$ cat config.mk
export PLATFORM = sky130hd
export DESIGN_NAME = fdf_accum
export DESIGN_NICKNAME = d
export VERILOG_FILES = /design/src/design/fdf_pkg.sv /design/src/design/fdf_accum.sv
export SDC_FILE = /design/constraint.sdc
export NUM_CORES = 1
export LEC_CHECK = 0
export BUFFER_PORTS_ARGS = -buffer_cell sky130_fd_sc_hd__buf_2
export CAP_MARGIN = 10
export CORE_MARGIN = 2
export CORE_UTILIZATION = 23
export DETAILED_ROUTE_END_ITERATION = 7
export PLACE_DENSITY = 0.48
export SLEW_MARGIN = 30
export SYNTH_ARGS = -nofsm -noshare
export SYNTH_HDL_FRONTEND = slang
export SYNTH_SLANG_ARGS = --single-unit
$ cat constraint.sdc
create_clock -name clk -period 7.8 [get_ports clk]
set_clock_uncertainty 0.15 [all_clocks]
set_input_delay 1.56 -clock clk [delete_from_list [all_inputs] [get_ports clk]]
set_output_delay 1.56 -clock clk [all_outputs]
set_load 0.005 [all_outputs]
$ cat src/design/fdf_pkg.sv
package fdf_pkg;

	localparam int NCOEF = 8;
	localparam int IDX_W = 3;

	typedef struct packed {
		logic valid;
		logic last;
	} fdf_ctl_t;

endpackage

$ cat src/design/fdf_accum.sv
module fdf_accum #(
	parameter int TAPS        = 8,
	parameter int SAMPLE_BITS = 24,
	parameter int COEF_BITS   = 16,
	parameter int OW          = 32
) (
	input  logic                                  clk,
	input  logic                                  arst_n,
	input  logic signed [SAMPLE_BITS+COEF_BITS-1:0] prod [TAPS],
	input  fdf_pkg::fdf_ctl_t                     ctl,
	output logic                                  take,
	output logic                                  m_axis_tvalid,
	input  logic                                  m_axis_tready,
	output logic [OW-1:0]                         m_axis_tdata,
	output logic                                  m_axis_tlast
);

	import fdf_pkg::*;

	localparam int PW    = SAMPLE_BITS + COEF_BITS;
	localparam int NP    = (TAPS + 1) / 2;
	localparam int ACC_W = PW + $clog2(TAPS) + 1;
	localparam int F     = COEF_BITS - 1;
	localparam int RW    = ACC_W - F;

	localparam logic signed [ACC_W-1:0] BIAS = ACC_W'(1) << (F - 1);
	localparam logic signed [RW-1:0] HI = {{(RW-SAMPLE_BITS+1){1'b0}}, {(SAMPLE_BITS-1){1'b1}}};
	localparam logic signed [RW-1:0] LO = {{(RW-SAMPLE_BITS+1){1'b1}}, {(SAMPLE_BITS-1){1'b0}}};

	logic signed [PW:0]      pair_d  [NP];
	logic signed [PW:0]      pair_s2 [NP];
	logic signed [ACC_W-1:0] acc_d;
	logic signed [ACC_W-1:0] acc_s3;
	logic signed [RW-1:0]    rs;
	logic [OW-1:0]           tdata_d;
	logic                    v2_q, v3_q;
	logic                    l2_q, l3_q;
	logic                    rdy_o, rdy3, rdy2;

	assign rdy_o = !m_axis_tvalid || m_axis_tready;
	assign rdy3  = !v3_q || rdy_o;
	assign rdy2  = !v2_q || rdy3;
	assign take  = rdy2;

	// pairwise partial sums
	for (genvar j = 0; j < NP; j++) begin : g_pair
		if (2 * j + 1 < TAPS) begin : g_two
			assign pair_d[j] = (PW+1)'(prod[2*j]) + (PW+1)'(prod[2*j+1]);
		end else begin : g_one
			assign pair_d[j] = (PW+1)'(prod[2*j]);
		end
	end

	always_comb begin
		acc_d = BIAS;
		for (int j = 0; j < NP; j++) begin
			acc_d = acc_d + ACC_W'(pair_s2[j]);
		end
	end

	// floor shift then clip
	always_comb begin
		rs      = acc_s3[ACC_W-1:F];
		tdata_d = '0;
		if (rs > HI) begin
			tdata_d[SAMPLE_BITS-1:0] = HI[SAMPLE_BITS-1:0];
			tdata_d[SAMPLE_BITS]     = 1'b1;
		end else if (rs < LO) begin
			tdata_d[SAMPLE_BITS-1:0] = LO[SAMPLE_BITS-1:0];
			tdata_d[SAMPLE_BITS]     = 1'b1;
		end else begin
			tdata_d[SAMPLE_BITS-1:0] = rs[SAMPLE_BITS-1:0];
		end
	end

	always_ff @(posedge clk or negedge arst_n) begin
		if (!arst_n) begin
			v2_q          <= 1'b0;
			v3_q          <= 1'b0;
			m_axis_tvalid <= 1'b0;
		end else begin
			if (rdy2) begin
				v2_q <= ctl.valid;
			end
			if (rdy3) begin
				v3_q <= v2_q;
			end
			if (rdy_o) begin
				m_axis_tvalid <= v3_q;
			end
		end
	end

	always_ff @(posedge clk) begin
		if (rdy2) begin
			pair_s2 <= pair_d;
			l2_q    <= ctl.last;
		end
		if (rdy3) begin
			acc_s3 <= acc_d;
			l3_q   <= l2_q;
		end
		if (rdy_o) begin
			m_axis_tdata <= tdata_d;
			m_axis_tlast <= l3_q;
		end
	end

endmodule

==> run_results.csv <==
group,metric,value,unit
run_status,status,"complete, no violations",
clocking,post_cts_buffers,0,
worst_setup_path,crit_family,"compound AO/OA/AOI/OAI gates",
clocking,cts_made_buffers,28,
clocking,root_buffer,"clkbuf_16",
floorplan,core,86890,um2
logic_synthesis,async_reset_ff_frac,0.01339,
logic_synthesis,syn-mean-instance-area,9.882,um2
place,place_ws,2.771,ns
floorplan,start_util,0.2325,
pwr,p_total,8.750,mW
pwr,powerDensity,362.1,nW/um2
grt,antenna_found_initial,43,
grt,grt_pass1_vias,16590,
pwr,p_leak,11.21,nW
grt,grt_pass1_wl,100100,um
logic_synthesis,synth_mux_area_frac,0.002044,
sta,finalHoldViolations,0,
logic_synthesis,yosys_warnings,0,
layout,fin_nets,3039,
place,place_inst,3512,
hold_path,worstHoldPathCells,0,
worst_setup_path,cp.arrival,5.01,ns
worst_setup_path,cp_max_fo,4,
logic_synthesis,syn_area,20200,um2
worst_setup_path,ff2ff_path_depth,15,
logic_synthesis,synth_largest_area_cell,"edfxtp_1",
clocking,cts_sinks,224,
clocking,post_cts_resized,0,
logic_synthesis,synth_flop_cell,"edfxtp_1",
sta,worst_pin_slew,0.9574,ns
hold_path,hp-start,"l3_q",
detailed_routing,dr_total_vias,16030,
detailed_routing,wirelength,66730,um
worst_setup_path,worstSetupStartpointType,"flip-flop",
detailed_routing,wl_per_cell,18.68,um
floorplan,die_y,300.4,um
floorplan,rows,108,
logic_synthesis,ys_seq_elements,224,
worst_setup_path,cp.depth,15,
logic_synthesis,yosysSeqAreaShare,0.3323,
layout,post-route-util,0.2781,
detailed_routing,antenna_left,0,
worst_setup_path,path_class,"reg -> reg",
worst_setup_path,reg2reg_from,"pair_s2[4]",
floorplan,dieArea,90210,um2
worst_setup_path,rr_endpoint,"acc_s3[30]",
sta,setup_slack,2.949,ns
clocking,clockBufferDepth,3,
clocking,clk_latency,0.57,ns
worst_setup_path,crit_path_end_kind,"flip-flop",
clocking,cts_tree,"built",
sta,fin_crit,4.851,ns
logic_synthesis,yosys.area_share.simple,0.09942,
clocking,hold_buffers,0,
logic_synthesis,synth_area_leaders,"edfxtp_1 (33%), ha_1 (15%), fa_1 (8.5%)",
layout,stdcell_count,3572,
place,io_buffer_count,352,
worst_setup_path,crit_buf_inv,2,
floorplan,ios,360,
logic_synthesis,synthAdderAreaFrac,0.2345,
worst_setup_path,r2r_setup_slack,2.95,ns
hold_path,hold_class,"reg -> reg",
sta,max_slew_margin,0.3534,
logic_synthesis,synth_xor_area_frac,0.06938,
detailed_routing,drc,0,
logic_synthesis,synth-edff-count,221,
detailed_routing,post_drt_via_cell_ratio,4.489,
worst_setup_path,slowest_delay,0.60,ns
logic_synthesis,synth_top_family_by_area,"adder cells",
worst_setup_path,path_cells,"inv_1, fa_1, inv_1, fa_1, ha_1, ha_1, a2111oi_0, o21ai_0, a21oi_1, o21ai_1, a221oi_1, o21ai_1, a21oi_1, o21bai_1, xor2_1",
pwr,vdd_ir_drop_max,0.0002026,V
sta,hold-worst-slack,0.2696,ns
place,hpwlAfterDp,56680,um
grt,grt_max_degree,143,
logic_synthesis,synth_top_area_share,0.3285,
layout,syn_to_final_growth,19.61,%
place,place.gp.congestion,0.8911,
job,cap_violations,0,
logic_synthesis,synth_cell_types,79,
worst_setup_path,crit_required,7.95,ns
clocking,path_clk_slew,0.06,ns
sta,setup_viol,0,
logic_synthesis,synth_compound_gate_area_share,0.2071,
hold_path,worstHoldEndpoint,"m_axis_tlast",
sta,rsz0062_at_grt,"false",
worst_setup_path,slowest_stage,"a221oi_1",
grt,overflow,0,
grt,gr-usage-all-layers,0.1451,
clocking,htree_levels,1,
floorplan,die_w,300.4,um
detailed_routing,first_pass_iters,5,
sta,finalCritPeriodShare,0.6219,
detailed_routing,first_iter_violations,1032,
sta,drv_slew,0,
sta,fmax,206.1,MHz
layout,layout-drive-gt1-share,0.1795,
logic_synthesis,post_synth_inst_count,2044,
==> registers in the layout, indices dropped and copies added (netlist names) <==
signal and cells:
l3_q 1, v3_q 1, v2_q 1, m_axis_tvalid 1, l2_q 1, pair_s2 164, m_axis_tdata 25, acc_s3 29
m_axis_tlast 1
==> layout make-up <==
| type | count | area (um2) |
|---|---|---|
| diodes | 10 | 25.02 |
| repair buffers | 358 | 1819 |
| well taps | 1155 | 1445 |
| clock inverters | 14 | 110.1 |
| flip-flops and latches | 224 | 6711 |
| inverters | 237 | 889.6 |
| fillers | 9277 | 62730 |
| multi-input cells | 1538 | 12410 |
| clock buffers | 36 | 752.0 |
==> metal layers <==
metal  wire, um  track usage  vias up
met4       1855      0.04357       42
met5        249            0        -
met2      30900       0.2409      311
met3       3433      0.03078      125
met1      30290       0.1887     7481
li1           -            -     8075
==> cell usage in the layout, fill, tap and decap left out, types with 15 or more instances in the layout <==
cell type and count:
nand3_1 31, o21bai_1 29, a31oi_1 22, and3_1 23, inv_1 237, nand4_1 25, nor2_1 113, nand2_1 105
xnor2_1 107, a21oi_1 177, o21a_1 23, ha_1 241, o21ai_0 93, nor3_1 26, fa_1 86, nand2b_1 22
edfxtp_1 221, a21o_1 144, xor2_1 53, clkbuf_16 29, a211oi_1 15, buf_2 352, nor2b_1 25
==> synthesized netlist by cell type (38+ instances only) <==
master,count
fa_1,86
a21o_1,144
edfxtp_1,221
xor2_1,53
nor2_1,113
clkbuf_1,38
xnor2_1,107
ha_1,241
nand2_1,105
o21ai_0,93
inv_1,237
a21oi_1,178
==> where the power goes <==
part | total [mW] | switching [mW] | internal, mW
sequential | 2.15 | 0.148 | 2.01
clock | 1.27 | 0.556 | 0.713
combinational | 5.33 | 3.04 | 2.29
total | 8.75 | 3.74 | 5.01
==> how the worst max path moves through the flow <==
stage | slack [ns] | to | start
floorplan | -0.68 | l2_q | m_axis_tready
global placement | 2.76 | pair_s2[108] | prod[160]
detailed placement | 2.77 | pair_s2[108] | prod[160]
CTS | 2.92 | acc_s3[30] | pair_s2[4]
global route | 2.55 | acc_s3[30] | pair_s2[4]
finish | 2.95 | acc_s3[30] | pair_s2[4]
==> worst register-to-register path, delay by kind of cell (launching register included) <==
kind / cells / cell delay [ns]
flip-flops: 1 / 0.32
adder cells (fa/ha/maj): 4 / 1.60
buffers and inverters: 2 / 0.10
AO/OA/AOI/OAI: 8 / 2.26
XOR/XNOR: 1 / 0.16
==> through the flow <==
stage	cell area [um2]	setup TNS (ns)
floorplan	20220	-111.66
global placement	23270	0
detailed placement	23270	0
CTS	24140	0
global route	24160	0
finish	24160	0
==> kinds of logic (layout without fill, tap and decap cells) <==
kind of cell	Yosys count	after routing
adder cells (fa/ha/maj)	327	327
other	1	17
AND/OR/NAND/NOR	414	414
XOR/XNOR	160	160
buffers and inverters	288	645
multiplexers	4	4
flip-flops	224	224
AO/OA/AOI/OAI	626	626
No activity file was read; power rests on OpenSTA's default activity.
