File: src/design/fdf_tap_cell.sv
module fdf_tap_cell #(
	parameter int SAMPLE_BITS = 24,
	parameter int COEF_BITS   = 16
) (
	input  logic                                  clk,
	input  logic                                  arst_n,
	input  logic                                  shift,
	input  logic                                  load,
	input  logic signed [SAMPLE_BITS-1:0]           nxt,
	input  logic signed [COEF_BITS-1:0]             coef,
	output logic signed [SAMPLE_BITS-1:0]           smp,
	output logic signed [SAMPLE_BITS+COEF_BITS-1:0] prod_s1
);

	localparam int PW = SAMPLE_BITS + COEF_BITS;

	logic signed [SAMPLE_BITS-1:0] hist_q;

	always_ff @(posedge clk or negedge arst_n) begin
		if (!arst_n) begin
			hist_q <= '0;
		end else if (shift) begin
			hist_q <= nxt;
		end
	end

	always_ff @(posedge clk) begin
		if (load) begin
			prod_s1 <= PW'(hist_q) * PW'(coef);
		end
	end

	assign smp = hist_q;

endmodule

File: config.mk
export PLATFORM = sky130hd
export DESIGN_NAME = fdf_tap_cell
export DESIGN_NICKNAME = d
export VERILOG_FILES = /design/src/design/fdf_tap_cell.sv
export SDC_FILE = /design/constraint.sdc
export NUM_CORES = 1
export LEC_CHECK = 0
export ABC_AREA = 1
export ABC_CLOCK_PERIOD_IN_PS = 6620
export BUFFER_PORTS_ARGS = -buffer_cell sky130_fd_sc_hd__buf_4
export CORE_ASPECT_RATIO = 0.6
export CORE_UTILIZATION = 61
export CTS_CLUSTER_SIZE = 10
export DETAILED_ROUTE_END_ITERATION = 16
export PLACE_DENSITY_LB_ADDON = 0.3
export SKIP_LAST_GASP = 1
export SYNTH_ARGS = -nofsm -noshare
export SYNTH_HDL_FRONTEND = slang
export SYNTH_SLANG_ARGS = --single-unit
File: constraint.sdc
create_clock -name clk -period 6.62 [get_ports clk]
set_input_delay 0.662 -clock clk [delete_from_list [all_inputs] [get_ports clk]]
set_output_delay 0.662 -clock clk [all_outputs]
set_load 0.01 [all_outputs]
==> flow_summary.yaml, run 1 <==
sta:
  fin_crit_sh_pct: 94.1
  fin_crit_ns: 6.23
  setup_tns_ns: 0
  rsz0062_at_grt: "no"
  hold_viol_final: 0
  relSlewSlack_pct: 41.4
  final-max-slew-violation-count: 0
  fin_skew_ns: 0.0148
  timing.final.ws_setup_ns: 0.390
  setup_viol: 0
  worst_pin_slew_ns: 0.879
  timing.fmax_ghz: 0.161
clock_network:
  ctsResizeCount: 0
  root_buffer: "clkbuf_16"
  cts_hold_buf: 0
  cts_made_buffers: 9
  cts_tree: "yes"
  cts_sinks: 64
  post_cts_buffers: 0
  h-tree-depth: 3
  clk_path_buf_depth: 2
  clk_latency_ns: 0.35
  cts.clk_slew.worst_paths_ns: 0.08
flow_run:
  cap_violations: 0
synth:
  seq_area_frac_synth_pct: 10.4
  syn_avg_cell_area_sq_um: 7.92
  synthesis.nets: 2695
  synthTopCellsByArea: "fa_1 (43%), inv_1 (15%), nand2_1 (13%)"
  synth_common_cells: "inv_1 (673), nand2_1 (611), fa_1 (374), ha_1 (98), clkbuf_1 (83)"
  synth_ff_type: "edfxtp_1"
  async_flop_share_pct: 37.5
  synth_top_area_cell: "fa_1"
  syn_inst: 2179
  synth_area_sq_mm: 0.0173
  synth_seq_cells: 64
  synth_most_common_cell: "inv_1"
  synth_edf_count: 40
  yosysTopAreaCellShare_pct: 43.4
  ys_types: 31
  yosysWarnings: 0
route:
  num_vias: 13950
  routed_wl_um: 48700
  wl_per_cell_um: 18.7
  dr.pass1.iters: 5
  drc: 0
  ant_nets: 0
  drt_iter0_markers: 1259
  via_per_inst: 5.34
place:
  dp_hpwl_um: 41000
  io_buffers: 107
  placed_cells_incl_taps: 2594
  gp_congestion: 0.954
  pre_cts_slack_ns: 0.234
worst_setup_path:
  crit_fanout: 18
  critPathArrivalTime_ns: 6.34
  crit_type: "reg2reg"
  critPathCaptureType: "flip-flop"
  required_ns: 6.73
  worst_setup_path_start_kind: "flip-flop"
die:
  io_pins: 108
  initial_core_util_pct: 62.3
  die_y_um: 132
  die_x_um: 219
  dieArea_sq_mm: 0.0290
  rows: 47
  coreArea_sq_mm: 0.0277
global_routing:
  track_usage_pct: 36.1
  grt_pass1_wl_um: 78400
  grt_max_degree: 41
  grt_pass1_vias: 14839
  antenna_found_initial: 2
  overflow: 0
layout:
  drive_gt1_share_pct: 8.87
  diodes: 0
  area_growth_pct: 8.18
  final_cells: 2610
  nets: 2754
hold_path:
  worstHoldPathType: "in2async"
status:
  status: "finished clean"
==> through the flow <==
stage / util (%) / hold WS, ns / area [sq um]
CTS: 67.4 / 0.234 / 18700
detailed placement: 66.4 / 0.575 / 18400
finish: 67.4 / 0.228 / 18700
global placement: 66.4 / 0.551 / 18400
floorplan: - / 0.366 / 17300
global route: 67.4 / 0.249 / 18700
==> sequential cells by signal (all words and copies together) (netlist names) <==
register	count
prod_s1	40
smp	24
==> path summary, 6_finish.rpt <==
path / startpoint / end / slack, ns / cells after the start
min in group clk: nxt[22] / smp[22] / 0.53 / 3
max reg2reg: smp[12] / prod_s1[37] / 0.39 / 21
min: arst_n / smp[17] / 0.23 / 1
max in group asynchronous: arst_n / smp[3] / 6.09 / 1
max: smp[12] / prod_s1[37] / 0.39 / 21
min reg2reg: smp[0] / smp[0] / 0.60 / 2
==> cell type report <==
type,instances,area [sq um]
Clock inverter,7,55.1
Multi-Input combinational cell,1348,12600
Sequential cell,64,1800
Inverter,684,2570
Fill cell,2352,9030
Tap cell,367,459
Clock buffer,9,225
Timing Repair Buffer,131,983
==> cell families (layout without fill, tap and decap cells) <==
| kind of cell | Yosys count | after routing | synth area share (%) |
|---|---|---|---|
| and+or+nand+nor | 778 | 778 | 18.2 |
| buffers and inverters | 767 | 831 | 16.7 |
| adders and majority gates | 472 | 472 | 50.5 |
| DFF | 64 | 64 | 10.4 |
| AOI/OAI and AO/OA | 55 | 55 | 1.74 |
| xor gates and xnor gates | 24 | 24 | 1.22 |
| muxes | 19 | 19 | 1.24 |
==> worst max-delay path, cell delays in order, from the launching register on <==
cell and delay (ns):
dfrtp_1 0.91, nand2_1 0.18, fa_1 0.60, fa_1 0.53, fa_1 0.51, inv_1 0.05
fa_1 0.53, fa_1 0.54, inv_1 0.06, fa_1 0.48, inv_1 0.04, ha_1 0.40
nand2_1 0.18, nor2_2 0.20, nand2_1 0.10, buf_4 0.17, inv_1 0.05, nand2_1 0.08
nand2_1 0.14, nand2_1 0.09, nand4_1 0.08, nand2_1 0.06
==> placed cells by master, fill, tap and decap left out, types with 2 or more instances in the layout <==
master and instances:
o21ai_1 3, inv_6 3, ha_1 98, dfrtp_1 24, nor3_2 3, fa_1 374, o21bai_1 6, inv_2 10
nor3_1 3, edfxtp_1 40, inv_1 673, a21o_1 2, xnor2_1 3, nand4_1 8, mux2_2 19, nand3_1 45
nor2_1 80, buf_4 131, nand2_1 611, clkinvlp_4 2, nand3b_1 6, o21a_1 2, nand2_2 10, clkbuf_16 9
a21oi_1 33, nor2_4 5, xor2_1 21, o21ai_0 9, nor2_2 3
==> layer usage <==
metal | wire, um | vias up | track usage [%] | share of wire, %
met5 | 12 | - | 0 | 0.025
met4 | 1680 | 2 | 12.0 | 3.4
met3 | 5420 | 119 | 8.26 | 11
met2 | 21400 | 782 | 54.8 | 44
met1 | 20200 | 6831 | 51.5 | 41
li1 | - | 6216 | - | -
Power of run 1 is not shown: default switching activity piles up to over one toggle a cycle in this logic, so the estimate is an artifact.
==> run 2: changes to the inputs <==
Settings changed: ABC_CLOCK_PERIOD_IN_PS 6620 to 5730, CAP_MARGIN from default to 0, CORE_UTILIZATION 61 to 58.
Clock period 6.62 ns to 5.73 ns, I/O delays scaled along.
==> flow_summary.yaml, run 2 (synthesis gave the netlist of run 1 again) <==
worst_setup_path:
  crit_type: "reg2reg"
  regToRegStartpoint: "smp[23]"
  critical_path.cell_chain: "buf_6 -> nand2_2 -> buf_4 -> fa_1 -> inv_1 -> fa_1 -> inv_1 -> fa_1 -> fa_1 -> inv_1 -> fa_1 -> inv_1 -> fa_1 -> inv_1 -> ha_2 -> nand2_4 -> nor2_2 -> nand2_1 -> nor2_2 -> nand3b_1 -> nand3_1 -> nand2_1"
  crit_family: "adder cells"
  cpPeakStageDelay_ns: 0.54
  r2r_cells: 22
  regToRegSetupSlack_ns: 0.05
  worstReg2RegEnd: "prod_s1[39]"
  worstSetupStartpoint: "smp[23]"
  path_buf_inv: 7
  crit_fanout: 6
  worst_path_max_delay_cell: "fa_1"
  critPathArrivalTime_ns: 5.78
  worst_setup_path_start_kind: "flip-flop"
  required_ns: 5.83
  cpMostUsedCell: "fa_1"
  critPathCaptureType: "flip-flop"
die:
  die_x_um: 225
  rows: 48
  initial_core_util_pct: 59.5
  die_y_um: 136
  coreArea_sq_mm: 0.0290
  io_pins: 108
  dieArea_sq_mm: 0.0305
sta:
  setup_viol: 0
  timing.fmax_ghz: 0.176
  fin_crit_sh_pct: 99.2
  hold_viol_final: 0
  worst_pin_slew_ns: 0.579
  relSlewSlack_pct: 61.4
  fin_skew_ns: 0.00955
  rsz0062_at_grt: "yes"
  final-max-slew-violation-count: 0
  whs_ns: 0.136
  timing.final.ws_setup_ns: 0.0482
  fin_crit_ns: 5.68
global_routing:
  grt_pass1_wl_um: 80600
  grt_pass1_vias: 14897
  overflow: 0
  grt_max_degree: 41
  antenna_found_initial: 1
  track_usage_pct: 35.5
hold_path:
  worstHoldPathType: "in2async"
clock_network:
  root_buffer: "clkbuf_16"
  h-tree-depth: 3
  cts_tree: "yes"
  cts_sinks: 64
  cts_made_buffers: 9
  cts_hold_buf: 0
  cts.clk_slew.worst_paths_ns: 0.06
  clk_path_buf_depth: 2
  clk_latency_ns: 0.35
place:
  gp_congestion: 1.02
  dp_hpwl_um: 43800
  pre_cts_slack_ns: -0.301
  io_buffers: 107
status:
  status: "finished clean"
layout:
  layout_commonest_cell: "inv_1"
  diodes: 0
  regArea_sq_mm: 0.00182
  nets: 2961
  drive_gt1_share_pct: 23.3
  area_growth_pct: 22.8
  layout_common_cells: "inv_1 (658), nand2_1 (582), fa_1 (354), buf_4 (313), ha_1 (74)"
  multi_input_area_sq_mm: 0.0132
  largest_reg_flops: 40
  largest_register: "prod_s1"
  fillerInstances: 2156
route:
  wl_per_cell_um: 18.5
  dr.pass1.iters: 6
  via_per_inst: 5.16
  drt_iter0_markers: 1496
  num_vias: 14706
  drc: 0
  routed_wl_um: 52800
  ant_nets: 0
flow_run:
  cap_violations: 0
[run 2: changes by cell type in the layout (fill, tap and decap cells not counted), sizes merged]
cell / before / now
clkbuf: 9 / 13
clkinv: 3 / 4
inv: 686 / 683
bufinv: 0 / 1
buf: 131 / 335
[run 2: worst max path at each step]
stage,endpoint,slack [ns],depth (start not counted)
4_1_cts,prod_s1[27],-0.02,21
3_3_place_gp,prod_s1[27],-0.34,23
6_report,prod_s1[39],0.05,22
3_5_place_dp,prod_s1[27],-0.30,23
5_1_grt,prod_s1[39],-0.12,22
2_1_floorplan,prod_s1[39],0.03,21
[run 2: repair_timing]
item,in CTS,in global routing
setup buffers,2,25
pin swaps,0,46
endpoints found under the setup margin,18,28
gates resized for setup,10,189
gates cloned,0,2
[run 2: stage by stage]
step	area [sq um]	std cells	setup TNS [ns]	utilization [%]
after global routing	21200	2850	-1.15	73.0
after CTS	20200	2823	-0.0177	69.7
after detailed placement	19900	2805	-4.52	68.5
after global placement	19900	2805	-4.17	68.5
final	21200	2850	0	73.0
after floorplan	17300	2179	0	-
[run 2: metal layers]
| metal | GRT usage, % | part of all wire (%) | up-vias |
|---|---|---|---|
| li1 | - | - | 6623 |
| met1 | 50.1 | 41 | 7202 |
| met2 | 54.1 | 45 | 777 |
| met3 | 11.3 | 12 | 102 |
| met4 | 7.41 | 2.0 | 2 |
| met5 | 0 | 0.025 | - |
[run 2: area by class of cell]
type                            count  area share (%)
Inverter                          684            12.1
Multi-Input combinational cell   1348            62.5
Tap cell                          400            2.36
Clock buffer                       10            1.08
Timing Repair Buffer              338            13.1
Sequential cell                    64            8.61
Clock inverter                      6           0.284
Power of run 2 is left out for the same reason.
